File: src/sv/jpe_pkg.sv
// package: types, constants and graph helper functions for the join pair enumerator
`default_nettype none
package jpe_pkg;

  localparam int RELATIONS = 6;
  localparam int NODE_W    = $clog2(RELATIONS);
  localparam int CNT_W     = $clog2(RELATIONS + 1);
  localparam int STK_D     = RELATIONS * (RELATIONS - 1) / 2;
  localparam int SP_W      = $clog2(STK_D + 1);
  localparam int STK_IW    = $clog2(STK_D);
  localparam int SETS      = 2 ** RELATIONS;

  typedef logic [RELATIONS-1:0] mask_t;
  typedef logic [NODE_W-1:0]    node_t;
  typedef logic [CNT_W-1:0]     cnt_t;
  typedef logic [SP_W-1:0]      sp_t;
  typedef mask_t [RELATIONS-1:0] adj_t;

  typedef enum logic [1:0] {
    CMD_CLEAR = 2'd0,
    CMD_ADD   = 2'd1,
    CMD_ENUM  = 2'd2
  } cmd_e;

  typedef struct packed {
    logic [1:0] command;
    logic [2:0] first_relation;
    logic [2:0] second_relation;
    logic [5:0] relation_set;
  } in_word_t;

  typedef struct packed {
    logic [5:0] left_part;
    logic [5:0] right_part;
    logic       none_found;
    logic       last;
  } out_word_t;

  typedef struct packed {
    logic accept;
    logic root;
    logic step;
    logic pop;
    logic blk;
    logic chk1;
    logic chk2;
    logic emit;
    logic finish;
  } ctrl_cmd_t;

  typedef struct packed {
    logic in_enum;
    logic root_found;
    logic root_done;
    logic need_pop;
    logic pop_end;
    logic blk_end;
    logic lb_zero;
    logic ok1;
    logic ok2;
    logic out_free;
  } dp_sts_t;

  function automatic mask_t nbrs(adj_t adj, mask_t s);
    mask_t r;
    r = '0;
    for (int i = 0; i < RELATIONS; i++) begin
      if (s[i]) r = r | adj[i];
    end
    return r;
  endfunction

  function automatic mask_t closure(adj_t adj, mask_t seeds, mask_t allowed);
    mask_t v;
    v = seeds & allowed;
    for (int k = 0; k < RELATIONS - 1; k++) begin
      v = v | (nbrs(adj, v) & allowed);
    end
    return v;
  endfunction

  function automatic logic connected(adj_t adj, mask_t s);
    mask_t lowbit;
    lowbit = s & (~s + mask_t'(1));
    return (s != '0) && (closure(adj, lowbit, s) == s);
  endfunction

  function automatic logic across(adj_t adj, mask_t a, mask_t b);
    return (nbrs(adj, a) & b) != '0;
  endfunction

endpackage
`default_nettype wire

File: src/sv/jpe_ctrl.sv
// controller state machine sequencing search, block split checks and output
`default_nettype none
module jpe_ctrl (
  input  logic                clk_i,
  input  logic                rst_ni,
  input  logic                in_valid_i,
  input  jpe_pkg::dp_sts_t    sts_i,
  output jpe_pkg::ctrl_cmd_t  cmd_o,
  output logic                in_ready_o
);
  import jpe_pkg::*;

  typedef enum logic [8:0] {
    ST_IDLE   = 9'b000000001,
    ST_ROOT   = 9'b000000010,
    ST_STEP   = 9'b000000100,
    ST_POP    = 9'b000001000,
    ST_BLK    = 9'b000010000,
    ST_CHK1   = 9'b000100000,
    ST_CHK2   = 9'b001000000,
    ST_EMIT   = 9'b010000000,
    ST_FINISH = 9'b100000000
  } state_e;

  state_e state_q, state_d;

  always_ff @(posedge clk_i or negedge rst_ni) begin
    if (!rst_ni) begin
      state_q <= ST_IDLE;
    end else begin
      state_q <= state_d;
    end
  end

  assign in_ready_o = (state_q == ST_IDLE);

  always_comb begin
    state_d = state_q;
    cmd_o   = '0;
    case (state_q)
      ST_IDLE: begin
        if (in_valid_i) begin
          cmd_o.accept = 1'b1;
          if (sts_i.in_enum) state_d = ST_ROOT;
        end
      end
      ST_ROOT: begin
        cmd_o.root = 1'b1;
        state_d = sts_i.root_found ? ST_STEP : ST_BLK;
      end
      ST_STEP: begin
        cmd_o.step = 1'b1;
        if (sts_i.root_done) state_d = ST_ROOT;
        else if (sts_i.need_pop) state_d = ST_POP;
      end
      ST_POP: begin
        cmd_o.pop = 1'b1;
        if (sts_i.pop_end) state_d = ST_STEP;
      end
      ST_BLK: begin
        cmd_o.blk = 1'b1;
        state_d = sts_i.blk_end ? ST_FINISH : ST_CHK1;
      end
      ST_CHK1: begin
        cmd_o.chk1 = 1'b1;
        if (sts_i.lb_zero) state_d = ST_BLK;
        else if (sts_i.ok1) state_d = ST_CHK2;
      end
      ST_CHK2: begin
        cmd_o.chk2 = 1'b1;
        state_d = sts_i.ok2 ? ST_EMIT : ST_CHK1;
      end
      ST_EMIT: begin
        cmd_o.emit = 1'b1;
        if (sts_i.out_free) state_d = ST_CHK1;
      end
      ST_FINISH: begin
        cmd_o.finish = 1'b1;
        if (sts_i.out_free) state_d = ST_IDLE;
      end
      default: state_d = ST_IDLE;
    endcase
  end

endmodule
`default_nettype wire

File: src/sv/jpe_dp.sv
// datapath: graph, depth-first search registers, edge stack, split checks, output word
`default_nettype none
module jpe_dp (
  input  logic                clk_i,
  input  logic                rst_ni,
  input  logic                in_valid_i,
  input  jpe_pkg::in_word_t   in_word_i,
  input  jpe_pkg::ctrl_cmd_t  cmd_i,
  output jpe_pkg::dp_sts_t    sts_o,
  output logic                out_valid_o,
  input  logic                out_ready_i,
  output jpe_pkg::out_word_t  out_word_o
);
  import jpe_pkg::*;

  adj_t      adj_q;
  mask_t     set_q;
  cnt_t      disc_q [RELATIONS];
  cnt_t      low_q  [RELATIONS];
  cnt_t      iter_q [RELATIONS];
  node_t     par_q  [RELATIONS];
  logic [RELATIONS-1:0] isroot_q;
  cnt_t      clk_q;
  node_t     u_q, cu_q;
  node_t     stk_a_q [STK_D];
  node_t     stk_b_q [STK_D];
  sp_t       sp_q;
  mask_t     acc_q;
  mask_t     blocks_q [RELATIONS];
  cnt_t      nblk_q, bidx_q;
  mask_t     blk_q, lb_q, left_q;
  logic [SETS-1:0] emitted_q;
  logic      pend_valid_q;
  mask_t     pend_l_q, pend_r_q;
  logic      out_valid_q;
  out_word_t out_q;

  // combinational views
  mask_t  visited, cand, nb_u, rb, right_c, acc_c;
  node_t  root_n, v_n, p_n, top_a, top_b;
  cnt_t   it_u;
  logic   it_done, v_adj, v_new, v_back, pop_match;
  logic   out_load;
  logic [STK_IW-1:0] top_i, push_i;

  always_comb begin
    for (int i = 0; i < RELATIONS; i++) visited[i] = (disc_q[i] != '0);
    cand   = set_q & ~visited;
    root_n = '0;
    for (int i = RELATIONS - 1; i >= 0; i--) begin
      if (cand[i]) root_n = NODE_W'(i);
    end
    it_u    = iter_q[u_q];
    it_done = (it_u == CNT_W'(RELATIONS));
    v_n     = NODE_W'(it_u);
    p_n     = par_q[u_q];
    nb_u    = adj_q[u_q] & set_q;
    v_adj   = !it_done && nb_u[v_n];
    v_new   = v_adj && (disc_q[v_n] == '0);
    v_back  = v_adj && !v_new && (isroot_q[u_q] || v_n != p_n) &&
              (disc_q[v_n] < disc_q[u_q]);
    top_i   = STK_IW'(sp_q - 1'b1);
    push_i  = STK_IW'(sp_q);
    top_a   = stk_a_q[top_i];
    top_b   = stk_b_q[top_i];
    acc_c   = acc_q | (mask_t'(1) << top_a) | (mask_t'(1) << top_b);
    pop_match = ((top_a == u_q) && (top_b == cu_q)) || ((top_a == cu_q) && (top_b == u_q));
    rb      = blk_q ^ lb_q;
    right_c = set_q ^ left_q;
  end

  always_comb begin
    sts_o            = '0;
    sts_o.in_enum    = in_valid_i && (in_word_i.command == CMD_ENUM);
    sts_o.root_found = (cand != '0);
    sts_o.root_done  = it_done && isroot_q[u_q];
    sts_o.need_pop   = it_done && !isroot_q[u_q] && (low_q[u_q] >= disc_q[p_n]);
    sts_o.pop_end    = pop_match || (sp_q == SP_W'(1));
    sts_o.blk_end    = (bidx_q == nblk_q);
    sts_o.lb_zero    = (lb_q == '0);
    sts_o.ok1        = connected(adj_q, lb_q) && connected(adj_q, rb) &&
                       across(adj_q, lb_q, rb);
    sts_o.ok2        = connected(adj_q, left_q) && connected(adj_q, right_c) &&
                       across(adj_q, left_q, right_c) && !emitted_q[left_q];
    sts_o.out_free   = !out_valid_q || out_ready_i;
  end

  assign out_valid_o = out_valid_q;
  assign out_word_o  = out_q;
  assign out_load    = sts_o.out_free && ((cmd_i.emit && pend_valid_q) || cmd_i.finish);

  always_ff @(posedge clk_i or negedge rst_ni) begin
    if (!rst_ni) begin
      adj_q        <= '0;
      set_q        <= '0;
      isroot_q     <= '0;
      clk_q        <= '0;
      u_q          <= '0;
      cu_q         <= '0;
      sp_q         <= '0;
      acc_q        <= '0;
      nblk_q       <= '0;
      bidx_q       <= '0;
      blk_q        <= '0;
      lb_q         <= '0;
      left_q       <= '0;
      emitted_q    <= '0;
      pend_valid_q <= 1'b0;
      pend_l_q     <= '0;
      pend_r_q     <= '0;
      out_valid_q  <= 1'b0;
      out_q        <= '0;
      for (int i = 0; i < RELATIONS; i++) begin
        disc_q[i]   <= '0;
        low_q[i]    <= '0;
        iter_q[i]   <= '0;
        par_q[i]    <= '0;
        blocks_q[i] <= '0;
      end
      for (int i = 0; i < STK_D; i++) begin
        stk_a_q[i] <= '0;
        stk_b_q[i] <= '0;
      end
    end else begin
      if (out_load) out_valid_q <= 1'b1;
      else if (out_valid_q && out_ready_i) out_valid_q <= 1'b0;

      if (cmd_i.accept) begin
        case (in_word_i.command)
          CMD_CLEAR: adj_q <= '0;
          CMD_ADD: begin
            if ((in_word_i.first_relation < 3'(RELATIONS)) &&
                (in_word_i.second_relation < 3'(RELATIONS)) &&
                (in_word_i.first_relation != in_word_i.second_relation)) begin
              adj_q[NODE_W'(in_word_i.first_relation)][NODE_W'(in_word_i.second_relation)]
                <= 1'b1;
              adj_q[NODE_W'(in_word_i.second_relation)][NODE_W'(in_word_i.first_relation)]
                <= 1'b1;
            end
          end
          CMD_ENUM: begin
            set_q        <= mask_t'(in_word_i.relation_set);
            clk_q        <= '0;
            nblk_q       <= '0;
            bidx_q       <= '0;
            emitted_q    <= '0;
            pend_valid_q <= 1'b0;
            for (int i = 0; i < RELATIONS; i++) disc_q[i] <= '0;
          end
          default: ;
        endcase
      end

      if (cmd_i.root && (cand != '0)) begin
        clk_q            <= clk_q + 1'b1;
        disc_q[root_n]   <= clk_q + 1'b1;
        low_q[root_n]    <= clk_q + 1'b1;
        isroot_q[root_n] <= 1'b1;
        iter_q[root_n]   <= '0;
        u_q              <= root_n;
        sp_q             <= '0;
      end

      if (cmd_i.step) begin
        if (it_done) begin
          if (!isroot_q[u_q]) begin
            if (low_q[u_q] < low_q[p_n]) low_q[p_n] <= low_q[u_q];
            iter_q[p_n] <= iter_q[p_n] + 1'b1;
            u_q         <= p_n;
            cu_q        <= u_q;
            acc_q       <= '0;
          end
        end else if (v_new) begin
          stk_a_q[push_i] <= u_q;
          stk_b_q[push_i] <= v_n;
          sp_q            <= sp_q + 1'b1;
          clk_q           <= clk_q + 1'b1;
          disc_q[v_n]     <= clk_q + 1'b1;
          low_q[v_n]      <= clk_q + 1'b1;
          par_q[v_n]      <= u_q;
          isroot_q[v_n]   <= 1'b0;
          iter_q[v_n]     <= '0;
          u_q             <= v_n;
        end else begin
          if (v_back) begin
            stk_a_q[push_i] <= u_q;
            stk_b_q[push_i] <= v_n;
            sp_q            <= sp_q + 1'b1;
            if (disc_q[v_n] < low_q[u_q]) low_q[u_q] <= disc_q[v_n];
          end
          iter_q[u_q] <= it_u + 1'b1;
        end
      end

      if (cmd_i.pop) begin
        sp_q  <= sp_q - 1'b1;
        acc_q <= acc_c;
        if (pop_match || (sp_q == SP_W'(1))) begin
          blocks_q[NODE_W'(nblk_q)] <= acc_c;
          nblk_q <= nblk_q + 1'b1;
        end
      end

      if (cmd_i.blk && (bidx_q != nblk_q)) begin
        blk_q <= blocks_q[NODE_W'(bidx_q)];
        lb_q  <= (blocks_q[NODE_W'(bidx_q)] - 1'b1) & blocks_q[NODE_W'(bidx_q)];
      end

      if (cmd_i.chk1) begin
        if (lb_q == '0) begin
          bidx_q <= bidx_q + 1'b1;
        end else begin
          left_q <= closure(adj_q, lb_q, set_q & ~rb);
          lb_q   <= (lb_q - 1'b1) & blk_q;
        end
      end

      if (cmd_i.chk2 && sts_o.ok2) emitted_q[left_q] <= 1'b1;

      if (cmd_i.emit && sts_o.out_free) begin
        if (pend_valid_q) begin
          out_q.left_part  <= pend_l_q;
          out_q.right_part <= pend_r_q;
          out_q.none_found <= 1'b0;
          out_q.last       <= 1'b0;
        end
        pend_valid_q <= 1'b1;
        pend_l_q     <= left_q;
        pend_r_q     <= right_c;
      end

      if (cmd_i.finish && sts_o.out_free) begin
        out_q.left_part  <= pend_valid_q ? pend_l_q : '0;
        out_q.right_part <= pend_valid_q ? pend_r_q : '0;
        out_q.none_found <= !pend_valid_q;
        out_q.last       <= 1'b1;
        pend_valid_q     <= 1'b0;
      end
    end
  end

endmodule
`default_nettype wire

File: src/sv/join_pair_enumerator.sv
// top level: join pair enumerator, controller plus datapath
//
// channel  dir  handshake              word
// in       in   in_valid_i/in_ready_o  command, first/second_relation, relation_set
// out      out  out_valid_o/out_ready_i left_part, right_part, none_found, last
//
// enumerate runs a depth-first search over the relations in the set, pops the edge stack
// into blocks, then checks each nonempty proper submask of each block as a left part
// (62 at most)
// asynchronous active-low reset empties the graph
// the out stage holds a word under stall; the search waits only when it must emit a pair or the last word
`default_nettype none
module join_pair_enumerator (
  input  logic               clk_i,
  input  logic               rst_ni,
  input  logic               in_valid_i,
  output logic               in_ready_o,
  input  jpe_pkg::in_word_t  in_word_i,
  output logic               out_valid_o,
  input  logic               out_ready_i,
  output jpe_pkg::out_word_t out_word_o
);
  import jpe_pkg::*;

  ctrl_cmd_t cmd;
  dp_sts_t   sts;

  jpe_ctrl u_ctrl (
    .clk_i      (clk_i),
    .rst_ni     (rst_ni),
    .in_valid_i (in_valid_i),
    .sts_i      (sts),
    .cmd_o      (cmd),
    .in_ready_o (in_ready_o)
  );

  jpe_dp u_dp (
    .clk_i       (clk_i),
    .rst_ni      (rst_ni),
    .in_valid_i  (in_valid_i),
    .in_word_i   (in_word_i),
    .cmd_i       (cmd),
    .sts_o       (sts),
    .out_valid_o (out_valid_o),
    .out_ready_i (out_ready_i),
    .out_word_o  (out_word_o)
  );

endmodule
`default_nettype wire
File: config.mk
export PLATFORM = sky130hd
export DESIGN_NAME = join_pair_enumerator
export DESIGN_NICKNAME = d
export VERILOG_FILES = /design/src/sv/jpe_pkg.sv /design/src/sv/jpe_ctrl.sv /design/src/sv/jpe_dp.sv /design/src/sv/join_pair_enumerator.sv
export SDC_FILE = /design/constraint.sdc
export NUM_CORES = 1
export LEC_CHECK = 0
export ABC_AREA = 1
export BUFFER_PORTS_ARGS = -buffer_cell sky130_fd_sc_hd__buf_2
export CAP_MARGIN = 10
export CORE_MARGIN = 2
export CORE_UTILIZATION = 23
export CTS_CLUSTER_DIAMETER = 50
export DETAILED_ROUTE_END_ITERATION = 7
export PLACE_DENSITY = 0.33
export SLEW_MARGIN = 20
export SYNTH_ARGS = -nofsm -noshare
export SYNTH_HDL_FRONTEND = slang
export SYNTH_HIERARCHICAL = 1
export SYNTH_SLANG_ARGS = --single-unit
File: constraint.sdc
create_clock -name clk_i -period 5.21 [get_ports clk_i]
set_input_delay 1.042 -clock clk_i [delete_from_list [all_inputs] [get_ports clk_i]]
set_output_delay 1.042 -clock clk_i [all_outputs]
set_load 0.01 [all_outputs]
==> results of run 1 <==
cell type report:
type | instances | area, um2 | share of cell area
Clock buffer | 101 | 2225 | 0.06689
Tap cell | 1600 | 2002 | 0.06020
Inverter | 461 | 1737 | 0.05222
Clock inverter | 53 | 797.0 | 0.02397
Multi-Input combinational cell | 3101 | 15150 | 0.4555
Timing Repair Buffer | 214 | 1584 | 0.04763
Sequential cell | 390 | 9762 | 0.2935
power breakdown:
| part | internal (mW) | switching, mW | total (mW) |
|---|---|---|---|
| Clock | 3.85 | 1.94 | 5.79 |
| Combinational | 3.54 | 10.1 | 13.6 |
| Sequential | 3.76 | 0.987 | 4.75 |
cell usage after synthesis, types with 24 or more instances:
| master | number |
|---|---|
| o211ai_1 | 40 |
| o22ai_1 | 100 |
| ha_1 | 24 |
| dfrtp_1 | 389 |
| nand4_1 | 97 |
| a21oi_1 | 169 |
| nand3_1 | 309 |
| inv_2 | 28 |
| clkbuf_1 | 130 |
| o221ai_1 | 25 |
| nor3_1 | 44 |
| inv_1 | 412 |
| nand2_1 | 1084 |
| buf_2 | 50 |
| o21ai_0 | 386 |
| o21ai_1 | 79 |
| nor2_1 | 481 |
registers in the layout, summed over array words and instances, names as in the netlist, 9 cells and up:
signal and cells:
u_dp/emitted_q 64, u_dp/stk_a_q 45, u_dp/stk_b_q 45, u_dp/adj_q 36, u_dp/blocks_q 36, u_dp/disc_q 18
u_dp/iter_q 18, u_dp/low_q 18, u_dp/par_q 18, u_dp/out_word_o 14, u_ctrl/state_q 9
critical path, delay by kind of cell (launching register included):
| kind | cells | cell delay, ns |
|---|---|---|
| DFF | 1 | 0.67 |
| and+or+nand+nor | 16 | 3.08 |
| AOI/OAI and AO/OA | 3 | 0.58 |
| buffers and inverters | 2 | 0.27 |
cells by family after synthesis:
kind of cell	after synthesis
simple gates	2122
buf+inv	664
compound gates	934
xor+xnor	21
flops	390
fa+ha+maj	24
metrics by stage:
| stage | hold slack (ns) | worst slack (ns) | total power [mW] | cell area [um2] |
|---|---|---|---|---|
| after floorplan | 0.4361 | 1.417 | 12.10 | 27520 |
| after global placement | 0.4537 | 0.1297 | 18.33 | 30210 |
| after detailed placement | 0.4561 | 0.3115 | 18.15 | 30210 |
| after CTS | 0.3611 | 0.2951 | 24.10 | 33230 |
| after global routing | 0.3814 | 0.01930 | 25.57 | 33260 |
| final | 0.3568 | 0.5080 | 24.15 | 33260 |
worst paths after layout:
| check | slack (ns) | endpoint | cells past startpoint | from |
|---|---|---|---|---|
| setup / recovery | 0.51 | u_dp/left_q[4] | 21 | u_dp/lb_q[3] |
| setup reg to reg | 0.51 | u_dp/left_q[4] | 21 | u_dp/lb_q[3] |
| min in group clk_i | 0.46 | u_dp/out_word_o[1] | 2 | u_dp/out_word_o[1] |
| max in group asynchronous | 3.56 | u_dp/emitted_q[45] | 2 | rst_ni |
| hold / removal | 0.36 | u_dp/adj_q[26] | 1 | rst_ni |
| hold reg to reg | 0.46 | u_dp/out_word_o[1] | 2 | u_dp/out_word_o[1] |
layer usage:
metal | global-route usage | vias to the layer above | wire, um
li1 | - | 14093 | -
met1 | 0.3308 | 14658 | 67280
met2 | 0.3466 | 1113 | 61500
met3 | 0.03551 | 261 | 8937
met4 | 0.07987 | 0 | 4843
met5 | 0 | - | 0
==> run_results.csv, run 1 <==
group,metric,value,unit
outcome,status,"finished, final reports clean",
synth,ys_seq_elements,390,
timing,clock.fmax,0.2127,GHz
clock_network,htree_levels,3,
synth,syn_area_per_cell,6.623,um2
routing,finalWirelength,142600,um
clock_network,cts_hold_buf,0,
synth,synth_top_area_share,0.3537,
timing,period_minus_slack,4.702,ns
floorplan,io-pin-count,34,
critical_path,cp.required,5.78,ns
critical_path,critPathArrivalTime,5.27,ns
global_routing,grt_pass1_vias,29691,
clock_network,cts_setup_buffers,0,
routing,wl_per_cell,24.08,um
power_and_ir_drop,ir_worst_vdd,0.0005330,V
routing,antenna_left,0,
synth,synthFlopType,"dfrtp_1",
routing,route.detailed.drc,0,
routing,drt_iter0_markers,2787,
global_routing,grt_max_degree,106,
cells_and_area,diodes,0,
worst_hold_path,hold_path_class,"input pin to async pin",
clock_network,cts_resized,0,
place,place_inst,5766,
place,dp_hpwl,102200,um
timing,grt_setup_unrepaired,"false",
synth,synth.distinct_cells,71,
timing,finalMaxSlewViolations,0,
critical_path,cpMostUsedCell,"nand2_1",
critical_path,critPathMaxStageDelay,0.80,ns
clock_network,numCtsBuffers,83,
synth,synthCells,4155,
routing,vias,30125,
cells_and_area,final_util,0.2809,
synth,synthAdderAreaFrac,0.01091,
synth,synth_fp_nets,4197,
clock_network,cts.sink_count,390,
floorplan,die_w,349.9,um
clock_network,clkTransAtPathRegs,0.05,ns
synth,async_flop_share,1.000,
critical_path,cpMaxStageDelayCell,"nor2_1",
timing,tns,0,ns
cells_and_area,final_layout_size_suffix_gt1_frac,0.1118,
power_and_ir_drop,power.density,726.1,mW/mm2
synth,synthMuxAreaShare,0,
routing,drt-vias-per-instance,5.089,
cells_and_area,finalNonFillerCells,5920,
routing,dr.pass1.iters,6,
timing,finalClockSkew,0.03356,ns
power_and_ir_drop,leakage,15.36,nW
job,cap_violations,0,
cells_and_area,nFillCells,13227,
global_routing,track_usage,0.2300,
global_routing,grt_pass1_wl,209800,um
global_routing,grt.overflow.total,0,
timing,max_slew_margin,0.2894,
clock_network,clockRootBuffer,"clkbuf_16",
cells_and_area,layout_commonest_cell,"nand2_1",
critical_path,cp-start-kind,"flop",
synth,ys_seq_area_frac,0.3547,
cells_and_area,mostFrequentLayoutCells,"nand2_1, nor2_1, inv_1",
synth,synth-xor-area-share,0.007638,
floorplan,std_cell_rows,126,
timing,hold_viol,0,
critical_path,cp_cell_sequence,"nand2_1 -> nand2_1 -> inv_1 -> nor2_1 -> nand2_1 -> o22ai_1 -> nor3_1 -> or2_2 -> nor2_1 -> nor2_1 -> nand2_1 -> nand2_1 -> o21bai_1 -> nor2_1 -> nand2_1 -> nand2_1 -> o21bai_1 -> inv_1 -> nand2_1 -> nand2_1 -> nand2_1",
critical_path,crit_path_max_fanout,13,
timing,setup_viol,0,
floorplan,start_util,0.2324,
synth,yosysWarnings,6,
clock_network,cts_tree,"done",
global_routing,antenna_found_initial,1,
cells_and_area,area_growth_syn_to_layout,20.85,%
timing,period_share,0.9025,
synth,synthesis.area,0.02752,mm2
place,io_buffers,33,
synth,synth_edf_count,0,
critical_path,crit_path_end_kind,"flop",
clock_network,worstSkewPairLatency,0.66,ns
timing,worstMarginPinSlew,1.066,ns
synth,synthTopCellsByArea,"dfrtp_1, nand2_1, o21ai_0",
floorplan,dieArea,0.1224,mm2
cells_and_area,num-nets-final,4293,
floorplan,die_y,349.9,um
clock_network,clock_path_buffers,3,
floorplan,core_area,0.1184,mm2
place,place_congestion,0.9510,
synth,synth_top_family_by_area,"simple AND/OR/NAND/NOR gates",
synth,synth_compound_area_frac,0.1971,
synth,yosys.area.top_type,"dfrtp_1",
critical_path,path_class,"flop to flop",
synth,synth_simple_gate_area_share,0.3334,
Note: power is estimated with default switching activity, not from simulation.
==> run 2: changes to the inputs <==
--- a/config.mk
+++ b/config.mk
@@ -12,7 +12,7 @@
 export CORE_UTILIZATION = 23
 export CTS_CLUSTER_DIAMETER = 50
 export DETAILED_ROUTE_END_ITERATION = 7
-export PLACE_DENSITY = 0.33
+export PLACE_DENSITY = 0.38
 export SLEW_MARGIN = 20
 export SYNTH_ARGS = -nofsm -noshare
 export SYNTH_HDL_FRONTEND = slang
==> run_results.csv, run 2 (synthesized netlist as in run 1, its figures left out) <==
group,metric,value,unit
cells_and_area,largest_register,"u_dp/emitted_q",
critical_path,worst-path-buf-inv,7,
timing,max_slew_margin,0.2907,
critical_path,r2r_start,"u_dp/lb_q[1]",
clock_network,htree_levels,3,
global_routing,grt_pass1_vias,29333,
routing,wl_per_cell,22.44,um
timing,finalMaxSlewViolations,0,
power_and_ir_drop,power.density,700.9,mW/mm2
place,pre_cts_ws,0.2759,ns
global_routing,grt.overflow.total,0,
routing,finalWirelength,132600,um
routing,route.detailed.drc,0,
floorplan,start_util,0.2324,
clock_network,clockRootBuffer,"clkbuf_16",
timing,hold_viol,0,
cells_and_area,layout_commonest_cell,"nand2_1",
routing,vias,30106,
timing,timing.final.ws_setup,0.4870,ns
critical_path,critPathTopFamily,"simple AND/OR/NAND/NOR gates",
critical_path,crit_path_end_kind,"flop",
critical_path,critPathMaxStageDelay,0.50,ns
cells_and_area,finalNonFillerCells,5908,
critical_path,r2r_slack,0.49,ns
power_and_ir_drop,ir_worst_vdd,0.0003405,V
global_routing,grt_pass1_wl,198700,um
floorplan,die_y,349.9,um
cells_and_area,largest_reg_flops,64,
floorplan,dieArea,0.1224,mm2
cells_and_area,final_cell_area,0.03278,mm2
cells_and_area,num-nets-final,4296,
clock_network,cts_hold_buf,0,
critical_path,rr_worst_depth,38,
timing,setup_viol,0,
place,io_buffers,33,
floorplan,die_w,349.9,um
place,dp_hpwl,94190,um
place,place_congestion,0.9385,
clock_network,numCtsBuffers,70,
power_and_ir_drop,leakage,15.15,nW
timing,grt_setup_unrepaired,"false",
place,place_area,0.03033,mm2
floorplan,io-pin-count,34,
critical_path,cp-start-kind,"flop",
timing,tns,0,ns
timing,clock.fmax,0.2117,GHz
clock_network,clock_path_buffers,3,
clock_network,cts.sink_count,390,
worst_hold_path,hold_path_class,"input pin to async pin",
routing,antenna_left,0,
place,place_inst,5782,
floorplan,std_cell_rows,126,
timing,period_share,0.9065,
cells_and_area,top_regs,"u_dp/emitted_q (64), u_dp/stk_a_q (45), u_dp/stk_b_q (45)",
routing,drt-vias-per-instance,5.096,
outcome,status,"finished, final reports clean",
critical_path,cpMaxStageDelayCell,"dfrtp_1",
critical_path,path_class,"flop to flop",
global_routing,track_usage,0.2145,
critical_path,cpMostUsedCell,"nand2_1",
critical_path,r2r-end,"u_ctrl/state_q[8]",
job,cap_violations,0,
global_routing,grt_max_degree,105,
clock_network,cts_tree,"done",
cells_and_area,diodes,0,
critical_path,critPathArrivalTime,5.26,ns
timing,finalClockSkew,0.03254,ns
timing,worstMarginPinSlew,1.061,ns
timing,period_minus_slack,4.723,ns
cells_and_area,area_growth_syn_to_layout,19.13,%
critical_path,cp.required,5.75,ns
cells_and_area,final_layout_size_suffix_gt1_frac,0.1082,
floorplan,core_area,0.1184,mm2
clock_network,cts_setup_buffers,0,
clock_network,clkTransAtPathRegs,0.06,ns
critical_path,crit_path_max_fanout,12,
routing,drt_iter0_markers,2897,
cells_and_area,mostFrequentLayoutCells,"nand2_1, nor2_1, inv_1",
routing,dr.pass1.iters,6,
global_routing,antenna_found_initial,2,
power_and_ir_drop,total_power,22.98,mW
clock_network,worstSkewPairLatency,0.67,ns
## run 2: changes by cell type in the layout (fill, tap and decap cells not counted), sizes merged
| cell | change |
|---|---|
| buf | +16 |
| clkinv | -9 |
| bufinv | -9 |
| clkinvlp | -1 |
| clkbuf | -11 |
| inv | +2 |
## run 2: how the worst max path moves through the flow
stage / startpoint / end / slack, ns / cells after the start
2_1_floorplan: u_dp/lb_q[1] / u_ctrl/state_q[8] / 1.42 / 31
4_1_cts: u_dp/lb_q[1] / u_ctrl/state_q[8] / 0.29 / 33
3_5_place_dp: u_dp/lb_q[1] / u_ctrl/state_q[8] / 0.28 / 33
3_3_place_gp: u_dp/lb_q[1] / u_ctrl/state_q[8] / 0.30 / 33
5_1_grt: u_dp/lb_q[1] / u_ctrl/state_q[8] / 0.04 / 38
6_report: u_dp/lb_q[1] / u_ctrl/state_q[8] / 0.49 / 38
## run 2: cell type report
type                            count  area [um2]
Multi-Input combinational cell   3101       15140
Clock inverter                     36       518.0
Timing Repair Buffer              230        1704
Sequential cell                   390        9761
Tap cell                         1600        2002
Fill cell                       13251       85610
Inverter                          461        1733
Clock buffer                       90        1928
## run 2: report_power, final
part	switching [mW]	leakage [nW]	internal, mW
Sequential	0.839	5.29	3.76
Combinational	9.87	8.70	3.68
Clock	1.82	1.15	3.01
## run 2: stage by stage
step                hold WS [ns]    util
finish                    0.4354  0.2769
global placement          0.4482  0.2562
global route              0.4578  0.2769
detailed placement        0.4531  0.2562
floorplan                 0.4361       -
CTS                       0.4336  0.2768
## run 2: timing repair
item	4_1_cts	5_1_grt
hold endpoints to repair	0	0
setup endpoints to repair	0	8
gates resized for setup	0	2
## run 2: layer usage
layer  vias up  global-route usage  part of all wire
met5         -                   0           0.00020
met4         4             0.07583             0.038
met3       273             0.03359             0.065
met2      1142              0.3332              0.44
met1     14582              0.2997              0.45
li1      14105                   -                 -
==> run 3: changes to the inputs <==
--- a/config.mk
+++ b/config.mk
@@ -13,6 +13,7 @@
 export CTS_CLUSTER_DIAMETER = 50
 export DETAILED_ROUTE_END_ITERATION = 7
 export PLACE_DENSITY = 0.38
+export RECOVER_POWER = 25
 export SLEW_MARGIN = 20
 export SYNTH_ARGS = -nofsm -noshare
 export SYNTH_HDL_FRONTEND = slang
==> run_results.csv, run 3 (synthesized netlist as in run 1, its figures left out) <==
group,metric,value,unit
outcome,status,"finished, violations left",
outcome,violations,"capacitance limit, slew limit",
clock_network,clock_path_buffers,3,
timing,finalClockSkew,0.03236,ns
timing,tns,0,ns
place,io_buffers,33,
clock_network,worstSkewPairLatency,0.67,ns
cells_and_area,final_layout_size_suffix_gt1_frac,0.1075,
floorplan,die_w,349.9,um
cells_and_area,top_regs,"u_dp/emitted_q (64), u_dp/stk_a_q (45), u_dp/stk_b_q (45)",
global_routing,track_usage,0.2145,
floorplan,std_cell_rows,126,
routing,route.detailed.drc,0,
power_and_ir_drop,ir_worst_vdd,0.0003437,V
routing,antenna_left,0,
global_routing,grt_pass1_vias,29333,
job,cap_violations,4,
cells_and_area,diodes,0,
floorplan,core_area,0.1184,mm2
power_and_ir_drop,leakage,15.12,nW
critical_path,worst-path-buf-inv,6,
place,place_inst,5782,
timing,period_share,0.9070,
global_routing,grt.overflow.total,0,
cells_and_area,area_growth_syn_to_layout,18.94,%
critical_path,cpMaxStageDelayCell,"dfrtp_1",
routing,wl_per_cell,22.46,um
clock_network,cts_resized,0,
critical_path,r2r_slack,0.48,ns
routing,vias,30167,
cells_and_area,finalNonFillerCells,5908,
timing,setup_viol,0,
clock_network,htree_levels,3,
routing,finalWirelength,132700,um
critical_path,critPathMaxStageDelay,0.63,ns
place,place_congestion,0.9385,
critical_path,cp.required,5.75,ns
worst_hold_path,hold_path_class,"flop to flop",
floorplan,die_y,349.9,um
global_routing,grt_max_degree,105,
timing,worstMarginPinSlew,2.342,ns
cells_and_area,seq_area,0.009761,mm2
cells_and_area,nFillCells,13260,
floorplan,dieArea,0.1224,mm2
timing,clock.fmax,0.2116,GHz
clock_network,cts_hold_buf,0,
critical_path,critPathArrivalTime,5.26,ns
cells_and_area,layout_commonest_cell,"nand2_1",
floorplan,start_util,0.2324,
routing,drt-vias-per-instance,5.106,
critical_path,crit_path_end_kind,"flop",
clock_network,clkTransAtPathRegs,0.05,ns
global_routing,grt_pass1_wl,198700,um
timing,finalMaxSlewViolations,257,
clock_network,cts.sink_count,390,
clock_network,numCtsBuffers,70,
cells_and_area,num-nets-final,4296,
critical_path,cp-start-kind,"flop",
timing,fin_hold_ws,0.4596,ns
timing,hold_viol,0,
critical_path,path_class,"flop to flop",
critical_path,critPathTopFamily,"simple AND/OR/NAND/NOR gates",
place,dp_hpwl,94190,um
cells_and_area,final_cell_area,0.03273,mm2
clock_network,clockRootBuffer,"clkbuf_16",
floorplan,io-pin-count,34,
power_and_ir_drop,power.density,701.9,mW/mm2
clock_network,cts_tree,"done",
clock_network,cts_setup_buffers,0,
timing,max_slew_margin,-0.5614,
cells_and_area,mostFrequentLayoutCells,"nand2_1, nor2_1, inv_1",
timing,grt_setup_unrepaired,"false",
place,place_area,0.03033,mm2
cells_and_area,largest_reg_flops,64,
routing,drt_iter0_markers,2966,
global_routing,antenna_found_initial,2,
critical_path,crit_path_max_fanout,11,
routing,dr.pass1.iters,6,
cells_and_area,multi_input_area,0.01514,mm2
timing,period_minus_slack,4.725,ns
critical_path,cpMostUsedCell,"nand2_1",
cells_and_area,largest_register,"u_dp/emitted_q",
==> run 3: cell types whose count changed in the layout (fill, tap and decap cells not counted) <==
cell	change
buf_8	-1
clkbuf_1	+3
buf_4	-3
buf_12	-2
clkbuf_2	+3
==> run 3: worst reg2reg max path: cells and delay by family (launching register included) <==
kind                   cells  cell delay, ns
and+or+nand+nor           21            2.55
buffers and inverters      6            1.08
DFF                        1            0.63
AOI/OAI and AO/OA          3            0.38
==> run 3: worst paths after layout <==
kind	to	depth (start not counted)	startpoint
setup / recovery	u_ctrl/state_q[8]	30	u_dp/lb_q[3]
hold / removal	u_dp/out_word_o[0]	2	u_dp/out_word_o[0]
setup reg to reg	u_ctrl/state_q[8]	30	u_dp/lb_q[3]
hold reg to reg	u_dp/out_word_o[0]	2	u_dp/out_word_o[0]
max in group asynchronous	u_dp/iter_q[10]	2	rst_ni
min in group asynchronous	u_dp/adj_q[20]	1	rst_ni
==> run 3: through the flow <==
| step | setup WS [ns] | utilization | power (mW) |
|---|---|---|---|
| 3_5_place_dp | 0.2759 | 0.2562 | 17.94 |
| 5_1_grt | 0.04442 | 0.2765 | 24.40 |
| 2_1_floorplan | 1.417 | - | 12.10 |
| 4_1_cts | 0.2929 | 0.2768 | 22.91 |
| 6_report | 0.4846 | 0.2765 | 22.97 |
| 3_3_place_gp | 0.2971 | 0.2562 | 18.10 |
==> run 3: cell type report <==
type | count | area share
Multi-Input combinational cell | 3101 | 0.4625
Sequential cell | 390 | 0.2982
Tap cell | 1600 | 0.06116
Clock buffer | 90 | 0.05891
Inverter | 461 | 0.05294
Timing Repair Buffer | 230 | 0.05050
Clock inverter | 36 | 0.01583
==> run 3: layer usage <==
metal	GRT usage	wire (um)	up-vias
li1	-	-	14099
met1	0.2997	60330	14650
met2	0.3332	58720	1146
met3	0.03359	8684	268
met4	0.07583	4950	4
met5	0	27	-
==> run 3: where the power goes <==
group	internal [mW]	leakage [nW]	switching, mW
clock network	3.01	1.15	1.82
registers	3.76	5.29	0.836
logic	3.68	8.68	9.88
total	10.4	15.1	12.5
